### src/assert_macros.svh
// assertion macros shared by the rtl in this folder
// assumes a clock named clk and an active-low reset named rst_n in scope
`ifndef ASSERT_MACROS_SVH
`define ASSERT_MACROS_SVH

// property checked at every rising clock edge outside reset
`define ASSERT_CLK(label, prop, msg) \
  label: assert property (@(posedge clk) disable iff (!rst_n) (prop)) else $error(msg);

// implication checked at every rising clock edge outside reset
`define ASSERT_IMP(label, cond, prop, msg) \
  label: assert property (@(posedge clk) disable iff (!rst_n) (cond) |-> (prop)) else $error(msg);

`endif

### src/eca_pkg.sv
// shared types and constants of the affine point adder
// no dependencies
package eca_pkg;

  localparam int DATA_BITS = 64;

  // configuration register indexes
  localparam logic CFG_MODULUS = 1'b0;
  localparam logic CFG_CURVE_A = 1'b1;

  // status of the serial arithmetic unit
  typedef struct packed {
    logic busy;
    logic done;
  } sdu_stat_t;

  // sequencer states
  typedef enum logic [4:0] {
    ST_IDLE,
    ST_CHECK,
    ST_RED,
    ST_CMP,
    ST_DSQ,
    ST_D2,
    ST_D3,
    ST_DA,
    ST_INV,
    ST_LAM,
    ST_SQR,
    ST_X3A,
    ST_X3B,
    ST_XD,
    ST_YMUL,
    ST_Y3,
    ST_DONE
  } state_t;

endpackage

### src/eca_serial_unit.sv
// bit-serial divide / modular multiply-accumulate unit
// one dividend bit per cycle: remainder of n/d and (n/d)*t mod m
// depends on eca_pkg and assert_macros.svh
`include "assert_macros.svh"

module eca_serial_unit #(
  parameter int W = 64
) (
  input  logic               clk,
  input  logic               rst_n,
  input  logic               start,
  input  logic [W-1:0]       n_in,
  input  logic [W-1:0]       d_in,
  input  logic [W-1:0]       t_in,
  input  logic [W-1:0]       m_in,
  output eca_pkg::sdu_stat_t stat,
  output logic [W-1:0]       rem,
  output logic [W-1:0]       prod
);

  localparam int CW = $clog2(W);

  logic [W-1:0]  n_r, n_nxt, d_r, d_nxt, t_r, t_nxt, m_r, m_nxt;
  logic [W-1:0]  rem_r, rem_nxt, acc_r, acc_nxt;
  logic [CW-1:0] cnt_r, cnt_nxt;
  logic          busy_r, busy_nxt, done_r, done_nxt;
  logic [W:0]    rem_sh, rem_sub;
  logic          ge;
  logic [W-1:0]  acc2, acc3;

  function automatic logic [W-1:0] madd(input logic [W-1:0] a, input logic [W-1:0] b,
                                        input logic [W-1:0] m);
    logic [W-1:0] gap;
    gap  = m - b;
    madd = (a >= gap) ? (a - gap) : (a + b);
  endfunction

  always_comb begin
    rem_sh  = {rem_r, n_r[W-1]};
    ge      = rem_sh >= {1'b0, d_r};
    rem_sub = rem_sh - {1'b0, d_r};
    acc2    = madd(acc_r, acc_r, m_r);
    acc3    = madd(acc2, t_r, m_r);

    n_nxt    = n_r;
    d_nxt    = d_r;
    t_nxt    = t_r;
    m_nxt    = m_r;
    rem_nxt  = rem_r;
    acc_nxt  = acc_r;
    cnt_nxt  = cnt_r;
    busy_nxt = busy_r;
    done_nxt = 1'b0;
    if (busy_r) begin
      n_nxt   = {n_r[W-2:0], 1'b0};
      rem_nxt = ge ? rem_sub[W-1:0] : rem_sh[W-1:0];
      acc_nxt = ge ? acc3 : acc2;
      cnt_nxt = cnt_r + CW'(1);
      if (cnt_r == CW'(W - 1)) begin
        busy_nxt = 1'b0;
        done_nxt = 1'b1;
      end
    end else if (start) begin
      n_nxt    = n_in;
      d_nxt    = d_in;
      t_nxt    = t_in;
      m_nxt    = m_in;
      rem_nxt  = '0;
      acc_nxt  = '0;
      cnt_nxt  = '0;
      busy_nxt = 1'b1;
    end
  end

  always_ff @(posedge clk) begin
    n_r   <= n_nxt;
    d_r   <= d_nxt;
    t_r   <= t_nxt;
    m_r   <= m_nxt;
    rem_r <= rem_nxt;
    acc_r <= acc_nxt;
    if (!rst_n) begin
      cnt_r  <= '0;
      busy_r <= 1'b0;
      done_r <= 1'b0;
    end else begin
      cnt_r  <= cnt_nxt;
      busy_r <= busy_nxt;
      done_r <= done_nxt;
    end
  end

  assign stat.busy = busy_r;
  assign stat.done = done_r;
  assign rem       = rem_r;
  assign prod      = acc_r;

  `ASSERT_IMP(a_done_not_busy, done_r, !busy_r, "serial unit done while busy")
  `ASSERT_IMP(a_start_runs, start && !busy_r && !done_r, ##1 busy_r, "start did not launch")
  `ASSERT_IMP(a_busy_done, busy_r && cnt_r == CW'(W - 1), ##1 done_r, "run did not finish")

endmodule

### config.mk
export PLATFORM = sky130hd
export DESIGN_NAME = eca_serial_unit
export DESIGN_NICKNAME = d
export VERILOG_FILES = /design/src/eca_pkg.sv /design/src/eca_serial_unit.sv
export VERILOG_INCLUDE_DIRS = /design/src /design/src/src
export SDC_FILE = /design/constraint.sdc
export NUM_CORES = 1
export LEC_CHECK = 0
export BUFFER_PORTS_ARGS = -buffer_cell sky130_fd_sc_hd__buf_2
export CAP_MARGIN = 30
export CORE_ASPECT_RATIO = 1.5
export CORE_MARGIN = 2
export CORE_UTILIZATION = 44
export CTS_BUF_LIST = sky130_fd_sc_hd__clkbuf_16
export DETAILED_ROUTE_END_ITERATION = 16
export GPL_ROUTABILITY_DRIVEN = 0
export PLACE_DENSITY_LB_ADDON = 0.1
export SLEW_MARGIN = 10
export SYNTH_ARGS = -nofsm -noshare
export SYNTH_HDL_FRONTEND = slang
export SYNTH_SLANG_ARGS = --single-unit
### constraint.sdc
create_clock -name clk -period 12.8 [get_ports clk]
set_clock_uncertainty 0.15 [all_clocks]
set_input_delay 0.64 -clock clk [delete_from_list [all_inputs] [get_ports clk]]
set_output_delay 0.64 -clock clk [all_outputs]
set_load 0.02 [all_outputs]
# --- Yosys cells after proc, flatten, opt, wreduce, memory -nomap -nowiden ---
# Index checks and enable logic that the tools add are counted.
totals:
  ff_bits: 392
  inputBits: 259
  out_inout_bits: 130
  word_cells: 41
op_classes:
  n_addsub: 8
  order_cmp: 3
  eq_ne: 1
  n_mux: 15
  bitwise_logic: 1
  n_reduce_logical: 3
ops:
  columns: ["operator", "n"]
  rows:
  - ["64-bit two-way mux", 9]
  - ["64-bit subtractor", 5]
  - ["64-bit adder", 2]
  - ["64-bit >= comparator", 2]
  - ["65-bit by 64-bit >= comparator with 1-bit output", 1]
  - ["6-bit two-way mux", 2]
  - ["6-bit by 1-bit adder with 6-bit output (second input constant)", 1]
  - ["6-bit equality test (second input constant)", 1]
  - ["1-bit two-way mux", 4]
  - ["2-bit AND reduction", 2]
  - ["2-bit nonzero test", 1]
  - ["1-bit inverter", 1]

# --- Longest topological paths before layout ---
# Gate-level depths: netlist (run 1).
depth:
  depth_word: 7
  depth_mapped: 55
  depth_no_buf: 49

# --- Worst setup path before layout (run 1) ---
# OpenSTA, ideal clock, no wires.
synth_timing:
  path_type: "register -> register"
  from: "register acc_r[0], in the netlist prod[0]"
  to: "register acc_r[61], in the netlist prod[61] (data pin)"
  setup_time_ns: 0.266
  arrival_time_ns: 9.858
  path_slack_ns: 2.526
  stages_incl_launch_ff: 53
  path_cell_list: "edfxtp_1 > ha_1 > fa_1 > nor2b_1 > o21ai_0 > a21oi_1 > o21ai_0 > a21boi_0 > o21ai_0 > a21oi_1 > nor4b_1 > nor3_1 > a31oi_1 > a211oi_1 > o2111ai_1 > a31oi_1 > o21ai_0 > a21oi_1 > [... 17 more ...] > a21oi_1 > o21ai_0 > a21o_1 > a21o_1 > a31oi_1 > nor2_1 > a211oi_1 > o21ai_0 > a21o_1 > a21o_1 > a21o_1 > a21oi_1 > o21ai_1 > a31oi_1 > o21ai_1 > xor2_1 > a221oi_1 > o21ai_1"
synth_between:
  elab_chain_cells: 7
synth_lines:
  columns: ["item", "line_no", "text"]
  rows:
  - ["start: declaration", "eca_serial_unit.sv:24", "logic [W-1:0] rem_r, rem_nxt, acc_r, acc_nxt;"]
  - ["start signal: assignment", "eca_serial_unit.sv:81", "acc_r <= acc_nxt;"]
  - ["64-bit subtractor", "eca_serial_unit.sv:34", "gap = m - b;"]
  - ["64-bit subtractor / 64-bit >= comparator (equally long branches)", "eca_serial_unit.sv:35", "madd = (a >= gap) ? (a - gap) : (a + b);"]
  - ["64-bit two-way mux *", "eca_serial_unit.sv:35", null]
  - ["64-bit adder, or another cell as far along", "eca_serial_unit.sv:35", null]
  - ["64-bit two-way mux", "eca_serial_unit.sv:35", null]
  - ["64-bit two-way mux *", "eca_serial_unit.sv:57", "acc_nxt = ge ? acc3 : acc2;"]
  - ["64-bit two-way mux *", "eca_serial_unit.sv:54", "if (busy_r) begin"]
# Mark *: on every way between the ends. The rest lies on a longest branch, timed or not.
# A chain may end at the register's enable or synchronous reset.

# --- Worst setup path after layout (run 1) ---
layout_timing:
  from: "register acc_r[0], in the netlist prod[0]"
  to: "register acc_r[63], in the netlist prod[63] (data pin)"
# The elaborated chain is that of the path after synthesis.

==> results.tsv, run 1 <==
stage	metric	value	unit
synthesis	ys_top_cells_by_count	a21oi_1, edfxtp_1, nand2_1	
clock_network	clkLatencyLatePin	0.64	ns
timing	hold_violations	0	
critical_path	cpPeakStageDelay	0.70	ns
grt	grt_pass1_vias	36200	
finish	utilization	0.501	
clock_network	cts_buffers	48	
clock_network	clock-sinks	392	
floorplanning	die_h	367	microns
finish	nFillCells	8661	
grt	grt_max_degree	123	
clock_network	path_clk_slew	0.06	ns
synthesis	syn_area_per_cell	8.51	sq um
routing	dr_wl_met2	71800	microns
routing	met3WireLength	7420	microns
min_path	hp-class	in2reg	
critical_path	path_max_fanout	21	
routing	drt_iter0_drc	2321	
routing	first_pass_iters	6	
floorplanning	die_area	0.0905	sq mm
floorplanning	core_region_area	0.0875	sq mm
synthesis	syn-num-nets	5181	
critical_path	cpMostUsedCell	a21oi_1	
floorplanning	initial_core_util	0.443	
synthesis	yosysTopAreaCell	edfxtp_1	
routing	vias_per_cell	6.04	
timing	fmax	82.6	MHz
synthesis	syn_inst	4555	
timing	final.period_utilization	0.946	
synthesis	async_reset_ff_frac	0	
critical_path	cp-start-kind	flop	
critical_path	crit_required	13.04	ns
routing	drt_wl_total	140000	microns
finish	syn2layout_area_growth	13.3	%
timing	worst_pin_slew	0.967	ns
grt	track_usage	0.301	
timing	tns	0	ns
finish	final_net_count	5514	
critical_path	cp_slowest_cell	or4_1	
routing	ant_nets	0	
synthesis	ys_ff_latch	392	
routing	wl_per_cell	23.1	microns
grt	grt_pass1_wl	210000	microns
timing	setup_viol_count_final	0	
synthesis	synth_edf_count	383	
timing	fin_ws	0.689	ns
routing	remaining_drc_errors	0	
run_status	status	completed	
finish	layout-drive-gt1-share	0.130	
critical_path	r2r_slack	0.69	ns
synthesis	synthTopCellsByArea	edfxtp_1, ha_1, a21oi_1	
clock_network	cts_setup_buffers	0	
timing	relSlewSlack	0.351	
critical_path	arrival	12.35	ns
synthesis	synth_sequential_area_ratio	0.301	
routing	vias	36700	
floorplanning	dieWidth	246	microns
placed_design	hpwl	111000	microns
timing	rsz0062_at_grt	false	
floorplanning	row_count	133	
clock_network	cts_tree	built	
synthesis	yosysWarnings	0	
clock_network	cts_root_buf	clkbuf_16	
synthesis	ys.flop_type	edfxtp_1	
placed_design	port_buffers	388	
floorplanning	ios	389	
synthesis	synth_top_area_frac	0.297	
run	drv_cap	0	
synthesis	yosysMostFrequentCell	a21oi_1	
timing	finalCriticalPeriod	12.11	ns
timing	slew_violations	0	
grt	antenna_found_initial	6	
synthesis	syn_area	0.0387	sq mm
critical_path	crit_type	reg2reg	
clock_network	clockBufferDepth	3	
placed_design	pre_cts_ws	0.453	ns
routing	top_layer	met5	
grt	overflow	0	
synthesis	synth_cell_types	122	
critical_path	endpoint_kind	flop	
routing	drt-met1-wl	49400	microns
clock_network	h-tree-depth	2	
==> worst max-delay path, delay by kind of cell, from the launching register on <==
family                   cells  cell delay (ns)
adder cells (fa/ha/maj)      4             1.51
XOR/XNOR                     2             0.30
multiplexers                 1             0.34
flip-flops                   1             0.49
buffers and inverters        2             0.46
AO/OA/AOI/OAI               27             6.37
AND/OR/NAND/NOR              9             2.24
==> timing repair <==
item | in CTS | in global routing
hold buffers | 32 | 0
endpoints found under the hold margin | 32 | 0
endpoints found under the setup margin | 0 | 63
gates resized for setup | 0 | 7
==> cell usage in the layout (no fill, tap or decap), drive strengths merged, types with 18 or more instances in the layout <==
cell type / Yosys / routed
nand2b: 54 / 54
nor3: 76 / 76
a21oi: 558 / 558
nand2: 384 / 384
nor4: 31 / 31
and2: 21 / 21
a21o: 214 / 214
a211oi: 71 / 71
a211o: 18 / 18
o31ai: 22 / 22
dlygate4sd3: 0 / 32
nor2: 306 / 306
o211ai: 31 / 31
nor2b: 52 / 52
a22o: 62 / 62
nand3: 108 / 108
ha: 363 / 363
or2: 30 / 30
buf: 47 / 435
xor2: 151 / 151
o21ai: 292 / 292
inv: 315 / 320
o21a: 43 / 43
clkbuf: 137 / 49
and3: 43 / 43
nand4: 72 / 72
o21bai: 89 / 89
a21boi: 25 / 25
or3: 22 / 22
edfxtp: 383 / 383
a31oi: 51 / 51
xnor2: 204 / 204
==> layout make-up <==
class                           count  area [sq um]  share of cell area
Multi-Input combinational cell   3664         25200               0.573
Clock buffer                       49          1230              0.0279
Tap cell                         1147          1440              0.0327
Sequential cell                   392         11700               0.266
Inverter                          315          1200              0.0273
Antenna cell                        1          2.50           0.0000570
Clock inverter                     40           541              0.0123
Timing Repair Buffer              467          2650              0.0603
==> through the flow <==
| stage | hold slack [ns] | cell area (sq um) | cells |
|---|---|---|---|
| 2_1_floorplan | 0.297 | 38700 | 4555 |
| 3_3_place_gp | 0.327 | 41700 | 5951 |
| 3_5_place_dp | 0.322 | 41800 | 5953 |
| 4_1_cts | 0.000623 | 43900 | 6074 |
| 5_1_grt | 0.00365 | 43900 | 6075 |
| 6_report | 0.0278 | 43900 | 6075 |
==> cell families after synthesis <==
group,after synthesis,share of synthesized area
fa+ha+maj,379,0.122
mux,23,0.00646
flops,392,0.301
xor+xnor,355,0.0806
compound gates,1657,0.282
simple gates,1250,0.156
buf+inv,499,0.0509
==> routing by layer <==
| metal | global-route usage | up-vias |
|---|---|---|
| met5 | 0 | - |
| met4 | 0.221 | 10 |
| met3 | 0.0466 | 493 |
| met2 | 0.553 | 1361 |
| met1 | 0.305 | 17200 |
| li1 | - | 17600 |
==> sequential cells by signal (all words and copies together) (netlist names) <==
register  cells
d_r          64
m_r          64
n_r          64
prod         64
rem          64
t_r          64
cnt_r         6
busy_r        1
done_r        1
==> worst paths after layout <==
| kind | from | end | cells after the start |
|---|---|---|---|
| setup / recovery | prod[0] | prod[63] | 45 |
| hold / removal | d_in[39] | d_r[39] | 1 |
| setup reg to reg | prod[0] | prod[63] | 45 |
| hold reg to reg | cnt_r[5] | done_r | 2 |
Power of run 1 is not shown: default switching activity piles up to over one toggle a cycle in this logic, so the estimate is an artifact.
==> run 2, diff against run 1 <==
--- a/config.mk
+++ b/config.mk
@@ -12,9 +12,11 @@
 export CORE_MARGIN = 2
 export CORE_UTILIZATION = 44
 export CTS_BUF_LIST = sky130_fd_sc_hd__clkbuf_16
+export CTS_CLUSTER_SIZE = 12
 export DETAILED_ROUTE_END_ITERATION = 16
 export GPL_ROUTABILITY_DRIVEN = 0
 export PLACE_DENSITY_LB_ADDON = 0.1
+export RECOVER_POWER = 100
 export SLEW_MARGIN = 10
 export SYNTH_ARGS = -nofsm -noshare
 export SYNTH_HDL_FRONTEND = slang
==> constraint.sdc (replaced) <==
create_clock -name clk -period 12.8 [get_ports clk]
set_clock_uncertainty 0.15 [all_clocks]
set_input_delay 2.56 -clock clk [delete_from_list [all_inputs] [get_ports clk]]
set_output_delay 2.56 -clock clk [all_outputs]
set_load 0.02 [all_outputs]
==> results.tsv, run 2 (synthesized netlist as in run 1, its figures left out) <==
stage	metric	value	unit
run_status	status	finished, violations left	
run_status	violations	max-capacitance violations, max-slew violations	
critical_path	cpPeakStageDelay	0.68	ns
timing	finalCriticalPeriod	12.19	ns
clock_network	clockBufferDepth	3	
run	drv_cap	12	
clock_network	hold_buffers	0	
finish	final_net_count	5486	
routing	vias	36200	
grt	antenna_found_initial	11	
min_path	hold_start	cnt_r[5]	
grt	grt.busiest_layer	met2	
timing	hold_violations	0	
critical_path	r2r-end	prod[63]	
critical_path	arrival	12.42	ns
timing	rsz0062_at_grt	false	
timing	final.period_utilization	0.952	
critical_path	crit_type	reg2reg	
clock_network	cts_tree	built	
floorplanning	core_region_area	0.0875	sq mm
routing	first_pass_iters	6	
timing	setup_viol_count_final	0	
grt	grt_use_met1	0.310	
grt	overflow	0	
min_path	hp-class	reg2reg	
finish	nFillCells	8818	
routing	remaining_drc_errors	0	
grt	grt_use_met3	0.0448	
placed_design	port_buffers	388	
grt	grt_max_degree	93	
timing	fmax	82.0	MHz
clock_network	path_clk_slew	0.07	ns
floorplanning	initial_core_util	0.443	
critical_path	crit_required	13.03	ns
floorplanning	dieWidth	246	microns
critical_path	worstRegToRegCells	45	
critical_path	timing.rr.start	prod[0]	
min_path	hold_path_depth	2	
finish	layout-drive-gt1-share	0.0962	
routing	drt_iter0_drc	2674	
critical_path	path_max_fanout	14	
critical_path	cpMostUsedCell	a21oi_1	
timing	worst_pin_slew	4.39	ns
critical_path	critical_path.top_delay_family	compound AO/OA/AOI/OAI gates	
critical_path	critPathBufInv	2	
critical_path	r2r_slack	0.61	ns
clock_network	clock-sinks	392	
clock_network	h-tree-depth	2	
finish	mostFrequentLayoutCells	a21oi_1, edfxtp_1, nand2_1	
grt	grt_pass1_wl	210000	microns
placed_design	hpwl	111000	microns
grt	grt_pass1_vias	36000	
grt	track_usage	0.301	
finish	syn2layout_area_growth	11.1	%
timing	tns	0	ns
routing	wl_per_cell	23.2	microns
clock_network	cts_buffers	47	
floorplanning	row_count	133	
routing	vias_per_cell	5.99	
grt	grt_use_met2	0.549	
routing	ant_nets	0	
finish	final_common_cell	a21oi_1	
floorplanning	die_area	0.0905	sq mm
critical_path	endpoint_kind	flop	
critical_path	cp_slowest_cell	or4_1	
timing	slew_violations	754	
routing	drt_wl_total	140000	microns
clock_network	clkLatencyLatePin	0.64	ns
critical_path	cp-start-kind	flop	
floorplanning	die_h	367	microns
min_path	min_to	done_r	
clock_network	cts_root_buf	clkbuf_16	
timing	relSlewSlack	-1.94	
floorplanning	ios	389	
run 2: final cells by class:
class	instances	area, sq um	area share
Inverter	315	1190	0.0275
Antenna cell	2	5.00	0.000116
Tap cell	1147	1440	0.0333
Clock buffer	49	1230	0.0285
Sequential cell	392	11700	0.271
Clock inverter	37	307	0.00712
Timing Repair Buffer	440	2130	0.0495
Multi-Input combinational cell	3664	25100	0.583
run 2: worst max-delay path by stage:
| stage | from | endpoint | depth (start not counted) |
|---|---|---|---|
| final | prod[0] | prod[63] | 45 |
| after global routing | prod[2] | prod[39] | 43 |
| after CTS | prod[1] | prod[47] | 43 |
| after detailed placement | prod[1] | prod[47] | 43 |
| after global placement | prod[1] | prod[47] | 43 |
| after floorplan | prod[0] | prod[61] | 52 |
run 2: metal layers:
| layer | part of all wire | routed length (microns) |
|---|---|---|
| met3 | 0.050 | 6980 |
| met1 | 0.36 | 50100 |
| met4 | 0.084 | 11800 |
| met2 | 0.51 | 71200 |
| met5 | 0.00056 | 79 |
run 2: worst min-delay path, delay by kind of cell (launching register included):
kind | cells | cell delay [ns]
DFF | 1 | 0.32
and+or+nand+nor | 2 | 0.12
run 2: what timing repair did:
action / CTS / global route
hold endpoints to repair: 0 / 0
endpoints found under the setup margin: 0 / 4
setup buffers: 0 / 0
resized for setup: 0 / 1
run 2: through the flow:
step	setup WS, ns	util	cells	hold WS (ns)	area [sq um]
after detailed placement	0.890	0.477	5957	0.328	41800
after global placement	0.832	0.477	5955	0.330	41800
after global routing	0.0370	0.492	6045	0.361	43100
final	0.610	0.492	6046	0.340	43100
after floorplan	2.53	-	4555	0.297	38700
after CTS	0.811	0.495	6043	0.345	43300
Power of run 2 is left out for the same reason.
